[src/rtl/fdc_pkg.sv]
// Shared types, constants and byte-wide CRC-32 / PN9 update functions
// for the frame decoder. Depends on nothing.
package fdc_pkg;

    localparam int HDR_BYTES = 12;
    localparam int MIN_FRAME = 13;
    localparam logic [31:0] CRC_POLY = 32'hEDB88320;
    localparam logic [31:0] CRC_ALL  = 32'hFFFFFFFF;
    localparam logic [7:0]  MAGIC_A  = 8'h51;
    localparam logic [7:0]  MAGIC_B  = 8'h4B;
    localparam logic [8:0]  PN_SEED  = 9'h1FF;

    localparam logic [1:0] ST_OK        = 2'd0;
    localparam logic [1:0] ST_BAD_MAGIC = 2'd1;
    localparam logic [1:0] ST_BAD_LEN   = 2'd2;
    localparam logic [1:0] ST_BAD_CRC   = 2'd3;

    localparam logic [0:0] REG_FRAME_BYTES   = 1'd0;
    localparam logic [0:0] REG_WHITEN_ENABLE = 1'd1;

    typedef struct packed {
        logic        payload_valid;
        logic [7:0]  payload_byte;
        logic        frame_done;
        logic [1:0]  frame_status;
        logic [15:0] payload_length;
        logic [31:0] sequence_number;
    } fdc_result_t;

    typedef struct packed {
        logic [11:0] frame_bytes;
        logic        whiten_enable;
    } fdc_cfg_t;

    typedef struct packed {
        logic [8:0] lfsr;
        logic [7:0] pn;
    } fdc_pn_t;

    function automatic logic [31:0] crc_byte(input logic [31:0] crc_in, input logic [7:0] d);
        logic [31:0] c;
        c = crc_in ^ {24'd0, d};
        for (int k = 0; k < 8; k++) begin
            c = (c >> 1) ^ (c[0] ? CRC_POLY : 32'd0);
        end
        return c;
    endfunction

    function automatic fdc_pn_t pn_byte(input logic [8:0] lfsr_in);
        fdc_pn_t r;
        logic    nb;
        r.lfsr = lfsr_in;
        r.pn   = 8'd0;
        for (int k = 0; k < 8; k++) begin
            nb     = r.lfsr[8] ^ r.lfsr[4];
            r.lfsr = {r.lfsr[7:0], nb};
            r.pn   = {r.pn[6:0], nb};
        end
        return r;
    endfunction

endpackage

[src/rtl/fdc_apb_regs.sv]
// APB configuration registers of the frame decoder: frame length and
// whitening enable. Depends on fdc_pkg.
module fdc_apb_regs (
    input  logic             aclk,
    input  logic             aresetn,
    input  logic             psel,
    input  logic             penable,
    input  logic             pwrite,
    input  logic [2:0]       paddr,
    input  logic [31:0]      pwdata,
    output logic [31:0]      prdata,
    output logic             pready,
    output fdc_pkg::fdc_cfg_t cfg
);
    import fdc_pkg::*;

    logic [11:0] frame_bytes_reg;
    logic        whiten_enable_reg;
    logic        wr_en;

    assign pready = 1'b1;
    assign wr_en  = psel && penable && pwrite && pready;

    always_ff @(posedge aclk) begin
        if (!aresetn) begin
            frame_bytes_reg   <= 12'd2048;
            whiten_enable_reg <= 1'b0;
        end else if (wr_en) begin
            unique case (paddr[2:2])
                REG_FRAME_BYTES:   frame_bytes_reg   <= pwdata[11:0];
                REG_WHITEN_ENABLE: whiten_enable_reg <= pwdata[0];
                default: ;
            endcase
        end
    end

    always_comb begin
        unique case (paddr[2:2])
            REG_FRAME_BYTES:   prdata = {20'd0, frame_bytes_reg};
            REG_WHITEN_ENABLE: prdata = {31'd0, whiten_enable_reg};
            default:           prdata = 32'd0;
        endcase
    end

    assign cfg.frame_bytes   = frame_bytes_reg;
    assign cfg.whiten_enable = whiten_enable_reg;

endmodule

[src/rtl/fdc_frame_core.sv]
// Per-frame parse state and the one-byte de-whiten, header parse and CRC
// update that produces one result per byte. Depends on fdc_pkg.
module fdc_frame_core #(
    parameter int MAX_FRAME_BYTES = 2048
) (
    input  logic                 aclk,
    input  logic                 aresetn,
    input  logic                 step,
    input  logic [7:0]           rx_byte,
    input  fdc_pkg::fdc_cfg_t    cfg,
    output fdc_pkg::fdc_result_t result
);
    import fdc_pkg::*;

    localparam int POS_W  = $clog2(MAX_FRAME_BYTES);
    localparam int FLEN_W = $clog2(MAX_FRAME_BYTES + 1);
    localparam int CMP_W  = (FLEN_W > 16) ? FLEN_W : 16;

    logic [POS_W-1:0] pos_reg, pos_next;
    logic [8:0]       lfsr_reg;
    logic [31:0]      crc_reg, crc_next;
    logic             magic_reg, magic_next;
    logic [15:0]      len_reg, len_next;
    logic [31:0]      seq_reg, seq_next;
    logic [31:0]      rcrc_reg, rcrc_next;

    fdc_pn_t          pn;
    logic [7:0]       d;
    logic [CMP_W-1:0] fb_ext, flen, maxpay, pos_ext;
    logic             len_ok, pay_pos, valid, done, crc_upd, crc_use_d;
    logic [1:0]       status;

    always_comb begin
        fb_ext = CMP_W'(cfg.frame_bytes);
        if (fb_ext > CMP_W'(MAX_FRAME_BYTES)) begin
            flen = CMP_W'(MAX_FRAME_BYTES);
        end else if (fb_ext < CMP_W'(MIN_FRAME)) begin
            flen = CMP_W'(MIN_FRAME);
        end else begin
            flen = fb_ext;
        end
        maxpay  = flen - CMP_W'(HDR_BYTES);
        pos_ext = CMP_W'(pos_reg);

        pn = pn_byte(lfsr_reg);
        d  = cfg.whiten_enable ? (rx_byte ^ pn.pn) : rx_byte;

        magic_next = magic_reg;
        if (pos_reg == POS_W'(0) && d != MAGIC_A) magic_next = 1'b0;
        if (pos_reg == POS_W'(1) && d != MAGIC_B) magic_next = 1'b0;

        len_next = len_reg;
        if (pos_reg == POS_W'(2)) len_next[7:0]  = d;
        if (pos_reg == POS_W'(3)) len_next[15:8] = d;

        seq_next = seq_reg;
        if (pos_reg >= POS_W'(4) && pos_reg < POS_W'(8)) begin
            seq_next = seq_reg | ({24'd0, d} << {pos_reg[1:0], 3'b000});
        end
        rcrc_next = rcrc_reg;
        if (pos_reg >= POS_W'(8) && pos_reg < POS_W'(HDR_BYTES)) begin
            rcrc_next = rcrc_reg | ({24'd0, d} << {pos_reg[1:0], 3'b000});
        end

        len_ok  = CMP_W'(len_next) <= maxpay;
        pay_pos = (pos_ext >= CMP_W'(HDR_BYTES))
               && ((pos_ext - CMP_W'(HDR_BYTES)) < CMP_W'(len_next));

        crc_use_d = (pos_reg < POS_W'(8)) || pay_pos;
        crc_upd   = (pos_reg < POS_W'(HDR_BYTES)) || pay_pos;
        crc_next  = crc_upd ? crc_byte(crc_reg, crc_use_d ? d : 8'd0) : crc_reg;

        valid = pay_pos && len_ok && magic_next;
        done  = pos_ext >= (flen - CMP_W'(1));

        if (!magic_next) begin
            status = ST_BAD_MAGIC;
        end else if (!len_ok) begin
            status = ST_BAD_LEN;
        end else if ((crc_next ^ CRC_ALL) != rcrc_next) begin
            status = ST_BAD_CRC;
        end else begin
            status = ST_OK;
        end

        pos_next = pos_reg + POS_W'(1);

        result.payload_valid   = valid;
        result.payload_byte    = valid ? d : 8'd0;
        result.frame_done      = done;
        result.frame_status    = done ? status : ST_OK;
        result.payload_length  = done ? len_next : 16'd0;
        result.sequence_number = done ? seq_next : 32'd0;
    end

    always_ff @(posedge aclk) begin
        if (!aresetn) begin
            pos_reg   <= '0;
            lfsr_reg  <= PN_SEED;
            crc_reg   <= CRC_ALL;
            magic_reg <= 1'b1;
            len_reg   <= 16'd0;
            seq_reg   <= 32'd0;
            rcrc_reg  <= 32'd0;
        end else if (step) begin
            if (done) begin
                pos_reg   <= '0;
                lfsr_reg  <= PN_SEED;
                crc_reg   <= CRC_ALL;
                magic_reg <= 1'b1;
                len_reg   <= 16'd0;
                seq_reg   <= 32'd0;
                rcrc_reg  <= 32'd0;
            end else begin
                pos_reg   <= pos_next;
                lfsr_reg  <= pn.lfsr;
                crc_reg   <= crc_next;
                magic_reg <= magic_next;
                len_reg   <= len_next;
                seq_reg   <= seq_next;
                rcrc_reg  <= rcrc_next;
            end
        end
    end

endmodule

[src/rtl/frame_decoder_crc32_dewhiten.sv]
// Top level of the PN9 de-whitening frame decoder with CRC-32 check.
// Depends on fdc_pkg, fdc_apb_regs and fdc_frame_core.
//
//   Channel   Direction  Handshake          Content
//   s_        in         s_valid/s_ready    one received byte per transfer
//   m_        out        m_valid/m_ready    one result per received byte
//   APB       in         psel/penable       frame_bytes (0x0), whiten_enable (0x4)
//
// Each byte passes an input register, then the parse and CRC logic, then the
// result register, with the byte-wide CRC and PN9 update between the two
// registers; one transfer per cycle is sustained while m_ready stays high.
// Reset clears the frame state and both pipeline stages; no clearing pass.
// A stall on m_ready holds the result and backs up into the input register.
module frame_decoder_crc32_dewhiten #(
    parameter int MAX_FRAME_BYTES = 2048
) (
    input  logic        aclk,
    input  logic        aresetn,
    input  logic        s_valid,
    output logic        s_ready,
    input  logic [7:0]  s_rx_byte,
    output logic        m_valid,
    input  logic        m_ready,
    output logic        m_payload_valid,
    output logic [7:0]  m_payload_byte,
    output logic        m_frame_done,
    output logic [1:0]  m_frame_status,
    output logic [15:0] m_payload_length,
    output logic [31:0] m_sequence_number,
    input  logic        psel,
    input  logic        penable,
    input  logic        pwrite,
    input  logic [2:0]  paddr,
    input  logic [31:0] pwdata,
    output logic [31:0] prdata,
    output logic        pready
);
    import fdc_pkg::*;

    fdc_cfg_t    cfg;
    fdc_result_t core_result;
    fdc_result_t out_reg;
    logic        in_valid_reg;
    logic [7:0]  in_byte_reg;
    logic        out_valid_reg;
    logic        out_adv, step;

    fdc_apb_regs u_regs (
        .aclk    (aclk),
        .aresetn (aresetn),
        .psel    (psel),
        .penable (penable),
        .pwrite  (pwrite),
        .paddr   (paddr),
        .pwdata  (pwdata),
        .prdata  (prdata),
        .pready  (pready),
        .cfg     (cfg)
    );

    assign out_adv = !out_valid_reg || m_ready;
    assign step    = in_valid_reg && out_adv;
    assign s_ready = !in_valid_reg || out_adv;

    fdc_frame_core #(
        .MAX_FRAME_BYTES (MAX_FRAME_BYTES)
    ) u_core (
        .aclk    (aclk),
        .aresetn (aresetn),
        .step    (step),
        .rx_byte (in_byte_reg),
        .cfg     (cfg),
        .result  (core_result)
    );

    always_ff @(posedge aclk) begin
        if (!aresetn) begin
            in_valid_reg  <= 1'b0;
            out_valid_reg <= 1'b0;
        end else begin
            if (s_ready) begin
                in_valid_reg <= s_valid;
            end
            if (out_adv) begin
                out_valid_reg <= in_valid_reg;
            end
        end
    end

    always_ff @(posedge aclk) begin
        if (s_ready && s_valid) begin
            in_byte_reg <= s_rx_byte;
        end
        if (step) begin
            out_reg <= core_result;
        end
    end

    assign m_valid           = out_valid_reg;
    assign m_payload_valid   = out_reg.payload_valid;
    assign m_payload_byte    = out_reg.payload_byte;
    assign m_frame_done      = out_reg.frame_done;
    assign m_frame_status    = out_reg.frame_status;
    assign m_payload_length  = out_reg.payload_length;
    assign m_sequence_number = out_reg.sequence_number;

endmodule

[config.mk]
export PLATFORM = sky130hd
export DESIGN_NAME = frame_decoder_crc32_dewhiten
export DESIGN_NICKNAME = d
export VERILOG_FILES = /design/src/rtl/fdc_pkg.sv /design/src/rtl/fdc_apb_regs.sv /design/src/rtl/fdc_frame_core.sv /design/src/rtl/frame_decoder_crc32_dewhiten.sv
export SDC_FILE = /design/constraint.sdc
export NUM_CORES = 1
export LEC_CHECK = 0
export BUFFER_PORTS_ARGS = -buffer_cell sky130_fd_sc_hd__buf_2
export CAP_MARGIN = 20
export CORE_ASPECT_RATIO = 2
export CORE_UTILIZATION = 55
export CTS_BUF_LIST = sky130_fd_sc_hd__clkbuf_4 sky130_fd_sc_hd__clkbuf_8
export CTS_CLUSTER_DIAMETER = 100
export DETAILED_ROUTE_END_ITERATION = 8
export PLACE_DENSITY = 0.71
export REMOVE_ABC_BUFFERS = 1
export SLEW_MARGIN = 20
export SYNTH_ARGS = -nofsm -noshare
export SYNTH_HDL_FRONTEND = slang
export SYNTH_HIERARCHICAL = 1
export SYNTH_SLANG_ARGS = --single-unit
[constraint.sdc]
create_clock -name aclk -period 9.58 [get_ports aclk]
set_input_delay 2.874 -clock aclk [delete_from_list [all_inputs] [get_ports aclk]]
set_output_delay 2.874 -clock aclk [all_outputs]
set_load 0.03 [all_outputs]
==> run_summary.xml <==
<?xml version="1.0" encoding="UTF-8"?>
<metrics>
  <group name="run_status">
    <metric name="outcome" unit="">finished, violations left</metric>
    <metric name="failed_checks" unit="">design-rule violations</metric>
  </group>
  <group name="floorplan">
    <metric name="initial_utilization" unit="%">56.06</metric>
    <metric name="num_rows" unit="">80</metric>
    <metric name="design.die.area" unit="sq um">24950</metric>
    <metric name="die_h" unit="um">222.4</metric>
    <metric name="die-width" unit="um">112.2</metric>
    <metric name="io_pins" unit="">145</metric>
    <metric name="floorplan.core_area" unit="sq um">23820</metric>
  </group>
  <group name="synthesis">
    <metric name="synth_area_leader_cell" unit="">sky130_fd_sc_hd__dfxtp_1</metric>
    <metric name="ys_top_cells_by_count" unit="">sky130_fd_sc_hd__nor2_1 (201), sky130_fd_sc_hd__a21oi_1 (178), sky130_fd_sc_hd__dfxtp_1 (148), sky130_fd_sc_hd__nand2_1 (147), sky130_fd_sc_hd__xnor2_1 (135)</metric>
    <metric name="seq_area_frac_synth" unit="%">37.47</metric>
    <metric name="synth_cells" unit="">1501</metric>
    <metric name="yosys-top-cells-area" unit="">sky130_fd_sc_hd__dfxtp_1 (22%), sky130_fd_sc_hd__edfxtp_1 (15%), sky130_fd_sc_hd__xnor2_1 (8.9%)</metric>
    <metric name="synth-compound-area-share" unit="%">16.36</metric>
    <metric name="yosys_most_used_dff" unit="">sky130_fd_sc_hd__dfxtp_1</metric>
    <metric name="main_combinational_cell_family_by_area_after_synthesis" unit="">XOR/XNOR gates</metric>
    <metric name="number_of_synthesized_flops_with_an_enable_pin" unit="">68</metric>
    <metric name="yosys_register_bits" unit="">216</metric>
    <metric name="synth_warnings" unit="">6</metric>
    <metric name="post_synth_and_or_nand_nor_area_fraction" unit="%">15.99</metric>
    <metric name="synth_async_sr_flop_share" unit="%">0</metric>
    <metric name="synth_xor_xnor_area_share" unit="%">18.03</metric>
    <metric name="netlist.area_leader.share" unit="%">22.18</metric>
    <metric name="yosys-mux-area-fraction" unit="%">1.827</metric>
    <metric name="avgSynthCellArea" unit="sq um">8.898</metric>
    <metric name="synth_fa_ha_area_share" unit="%">5.059</metric>
    <metric name="post_synth_cell_types" unit="">89</metric>
    <metric name="syn_area" unit="sq um">13360</metric>
    <metric name="yosys.cell_count.top_type" unit="">sky130_fd_sc_hd__nor2_1</metric>
  </group>
  <group name="timing">
    <metric name="final_min_period_over_clock_period" unit="%">72.11</metric>
    <metric name="setup_viol" unit="">0</metric>
    <metric name="report.final.hold_viol_count" unit="">0</metric>
    <metric name="final.setup_skew" unit="ps">25.42</metric>
    <metric name="final.min_clock_period" unit="ps">6908</metric>
    <metric name="finalMaxSlewViolations" unit="">0</metric>
    <metric name="max_freq" unit="GHz">0.1448</metric>
    <metric name="tightestPinTransition" unit="ps">1022</metric>
    <metric name="holdWs" unit="ps">467.7</metric>
    <metric name="max_slew_margin" unit="%">31.39</metric>
    <metric name="grt_setup_unrepaired" unit="">false</metric>
  </group>
  <group name="finish">
    <metric name="fin_util" unit="%">61.68</metric>
    <metric name="final_layout_size_suffix_gt1_share" unit="%">14.15</metric>
    <metric name="synthToLayoutAreaGrowth" unit="%">10.02</metric>
    <metric name="nFillCells" unit="">2113</metric>
    <metric name="design.final.nets" unit="">1683</metric>
    <metric name="post_layout_nonfiller_instances" unit="">1892</metric>
  </group>
  <group name="drt">
    <metric name="avgRoutedWirePerCell" unit="um">20.82</metric>
    <metric name="first_iter_violations" unit="">567</metric>
    <metric name="via_per_inst" unit="">5.944</metric>
    <metric name="drt_pass1_iterations" unit="">7</metric>
    <metric name="final_antenna_net_count" unit="">0</metric>
    <metric name="routed-via-count" unit="">11246</metric>
    <metric name="drt_drc_violations_left" unit="">4</metric>
    <metric name="postRouteWirelength" unit="mm">39.38</metric>
  </group>
  <group name="worst_hold_path">
    <metric name="holdPathStages" unit="">2</metric>
    <metric name="timing.hold.worst.class" unit="">reg -&gt; reg</metric>
  </group>
  <group name="place">
    <metric name="portBuffers" unit="">101</metric>
    <metric name="dp_cells" unit="">1833</metric>
    <metric name="gpl.final_weighted_congestion" unit="">0.9736</metric>
    <metric name="hpwl" unit="mm">29.19</metric>
  </group>
  <group name="clock_tree">
    <metric name="clk_pin_slew" unit="ps">70</metric>
    <metric name="post_cts.repair.setup_buffers" unit="">0</metric>
    <metric name="h-tree-depth" unit="">1</metric>
    <metric name="worst_skew_pair.late_latency" unit="ps">610</metric>
    <metric name="cts-buffers-inserted" unit="">31</metric>
    <metric name="clock_tree_from_tritoncts" unit="">yes</metric>
    <metric name="ctsResizeCount" unit="">0</metric>
    <metric name="count_of_hold_fix_buffers_inserted_at_cts" unit="">0</metric>
    <metric name="clk_path_buf_depth" unit="">3</metric>
    <metric name="cts_num_sinks" unit="">216</metric>
    <metric name="clockRootBuffer" unit="">sky130_fd_sc_hd__clkbuf_8</metric>
  </group>
  <group name="global_route">
    <metric name="maximum_number_of_pins_on_one_net_before_global_route_repair" unit="">75</metric>
    <metric name="grt_overflow" unit="">0</metric>
    <metric name="number_of_global_route_vias_before_repair" unit="">11275</metric>
    <metric name="groute.usage.overall" unit="%">31.78</metric>
    <metric name="grt_first_pass_wirelength" unit="mm">60.71</metric>
    <metric name="grt_antenna_before_repair" unit="">1</metric>
  </group>
  <group name="setup_path">
    <metric name="end_kind" unit="">flip-flop</metric>
    <metric name="timing.critical_path.fanout_max" unit="">27</metric>
    <metric name="startpoint_type_of_the_worst_setup_path" unit="">flip-flop</metric>
    <metric name="critical-path-max-stage-delay" unit="ps">710</metric>
    <metric name="cpMostUsedCell" unit="">sky130_fd_sc_hd__a21oi_1</metric>
    <metric name="worst_path_dominant_cell_family" unit="">compound AO/OA/AOI/OAI gates</metric>
    <metric name="timing.critical_path.slowest_stage_cell" unit="">sky130_fd_sc_hd__or4_1</metric>
    <metric name="crit_cells" unit="">18</metric>
    <metric name="timing.setup.critical_path_class" unit="">reg -&gt; reg</metric>
    <metric name="worstPathCellList" unit="">or4_1 &gt; nor3_4 &gt; nor2_1 &gt; a21oi_1 &gt; inv_1 &gt; ha_1 &gt; a21oi_1 &gt; o221ai_1 &gt; and2_1 &gt; a2111o_1 &gt; o22ai_4 &gt; nand2_1 &gt; xnor2_1 &gt; o221ai_1 &gt; a211oi_1 &gt; nand4_1 &gt; o31ai_1 &gt; a21oi_1</metric>
    <metric name="worst_r2r_path_depth" unit="">18</metric>
    <metric name="reg2reg_slack" unit="ps">2670</metric>
    <metric name="required" unit="ps">9900</metric>
    <metric name="critPathBufInv" unit="">1</metric>
    <metric name="cp.arrival" unit="ps">7220</metric>
  </group>
  <group name="pwr">
    <metric name="peakVddDrop" unit="V">0.00009851</metric>
    <metric name="power_per_cell_area" unit="nW/um^2">179.1</metric>
    <metric name="cellLeakagePower" unit="nW">5.975</metric>
  </group>
  <group name="flow_run">
    <metric name="max_cap_violations" unit="">0</metric>
  </group>
</metrics>
## cell families after synthesis
group / after synthesis
simple gates: 472
compound gates: 349
xor+xnor: 238
flops: 216
buf+inv: 145
fa+ha+maj: 54
mux: 24
other cells: 3
## path summary, 6_finish.rpt
path | from | end
worst max-delay path | u_core/pos_reg[4] | m_frame_status[0]
worst min-delay path | u_core/len_reg[5] | u_core/len_reg[5]
worst max register to register | u_core/pos_reg[4] | m_frame_status[0]
worst min register to register | u_core/len_reg[5] | u_core/len_reg[5]
## where the power goes
group          switching [mW]  internal [mW]
logic                   0.501          0.357
registers              0.0498          0.977
clock network           0.362          0.386
total                   0.912           1.72
## worst reg2reg max path, cell delays in order, from the launching register on
cell,delay (ps)
sky130_fd_sc_hd__dfxtp_1,400
sky130_fd_sc_hd__or4_1,710
sky130_fd_sc_hd__nor3_4,640
sky130_fd_sc_hd__nor2_1,90
sky130_fd_sc_hd__a21oi_1,480
sky130_fd_sc_hd__inv_1,170
sky130_fd_sc_hd__ha_1,340
sky130_fd_sc_hd__a21oi_1,210
sky130_fd_sc_hd__o221ai_1,220
sky130_fd_sc_hd__and2_1,260
sky130_fd_sc_hd__a2111o_1,430
sky130_fd_sc_hd__o22ai_4,650
sky130_fd_sc_hd__nand2_1,240
sky130_fd_sc_hd__xnor2_1,610
sky130_fd_sc_hd__o221ai_1,220
sky130_fd_sc_hd__a211oi_1,280
sky130_fd_sc_hd__nand4_1,270
sky130_fd_sc_hd__o31ai_1,290
sky130_fd_sc_hd__a21oi_1,120
## through the flow
stage / setup TNS (ps) / power (mW) / area, sq um / setup slack (ps)
after floorplan: -317900 / 1.667 / 12880 / -3991
after global placement: 0 / 1.877 / 14050 / 2787
after detailed placement: 0 / 1.888 / 14060 / 2781
after CTS: 0 / 2.635 / 14690 / 2741
after global routing: 0 / 2.739 / 14690 / 2302
final: 0 / 2.632 / 14690 / 2672
## layer usage
metal  GRT usage [%]  part of all wire (%)  vias up
li1                -                     -     5296
met1           29.79                    33     5353
met2           59.71                    53      430
met3           3.437                   4.7      167
met4           28.17                   9.4        0
met5               0                     0        -
## layout by cell type (no fill, tap or decap), types with 5 or more instances in the layout
master                     netlist  final
sky130_fd_sc_hd__nor2_1        201    201
sky130_fd_sc_hd__nor3_1         16     16
sky130_fd_sc_hd__inv_1          33     33
sky130_fd_sc_hd__nand2_1       147    147
sky130_fd_sc_hd__nor2b_1        17     16
sky130_fd_sc_hd__buf_4          24     30
sky130_fd_sc_hd__clkbuf_4        0     15
sky130_fd_sc_hd__xor2_1         79     79
sky130_fd_sc_hd__a21o_1         16     16
sky130_fd_sc_hd__mux2i_1        21     21
sky130_fd_sc_hd__edfxtp_1       68     68
sky130_fd_sc_hd__nand4_1        13     13
sky130_fd_sc_hd__o211ai_1       43     43
sky130_fd_sc_hd__xnor2_1       135    130
sky130_fd_sc_hd__xnor2_2         3      8
sky130_fd_sc_hd__o21a_1         13     13
sky130_fd_sc_hd__o21ai_0        37     37
sky130_fd_sc_hd__clkinv_2        0      6
sky130_fd_sc_hd__xor3_1          6      6
sky130_fd_sc_hd__clkbuf_8        0     34
sky130_fd_sc_hd__a21oi_1       178    178
sky130_fd_sc_hd__ha_1           54     54
sky130_fd_sc_hd__nand3_1        17     17
sky130_fd_sc_hd__a211oi_1        6      5
sky130_fd_sc_hd__or3_1           8      8
sky130_fd_sc_hd__dfxtp_1       148    148
sky130_fd_sc_hd__buf_2          14    102
sky130_fd_sc_hd__conb_1          3     24
sky130_fd_sc_hd__nand2b_1       11     11
sky130_fd_sc_hd__nor4_1         11     10
sky130_fd_sc_hd__xnor3_1        14     14
## layout make-up
cell class	instances	area [sq um]	share of cell area (%)
Multi-Input combinational cell	1161	7824	53.24
Inverter	36	135.1	0.9196
Antenna cell	1	2.502	0.01703
Timing Repair Buffer	133	739.5	5.032
Tap cell	287	359.1	2.444
Clock inverter	9	48.80	0.3321
Sequential cell	216	5005	34.06
Clock buffer	49	580.6	3.951
Power figures use the tool's default switching activity.
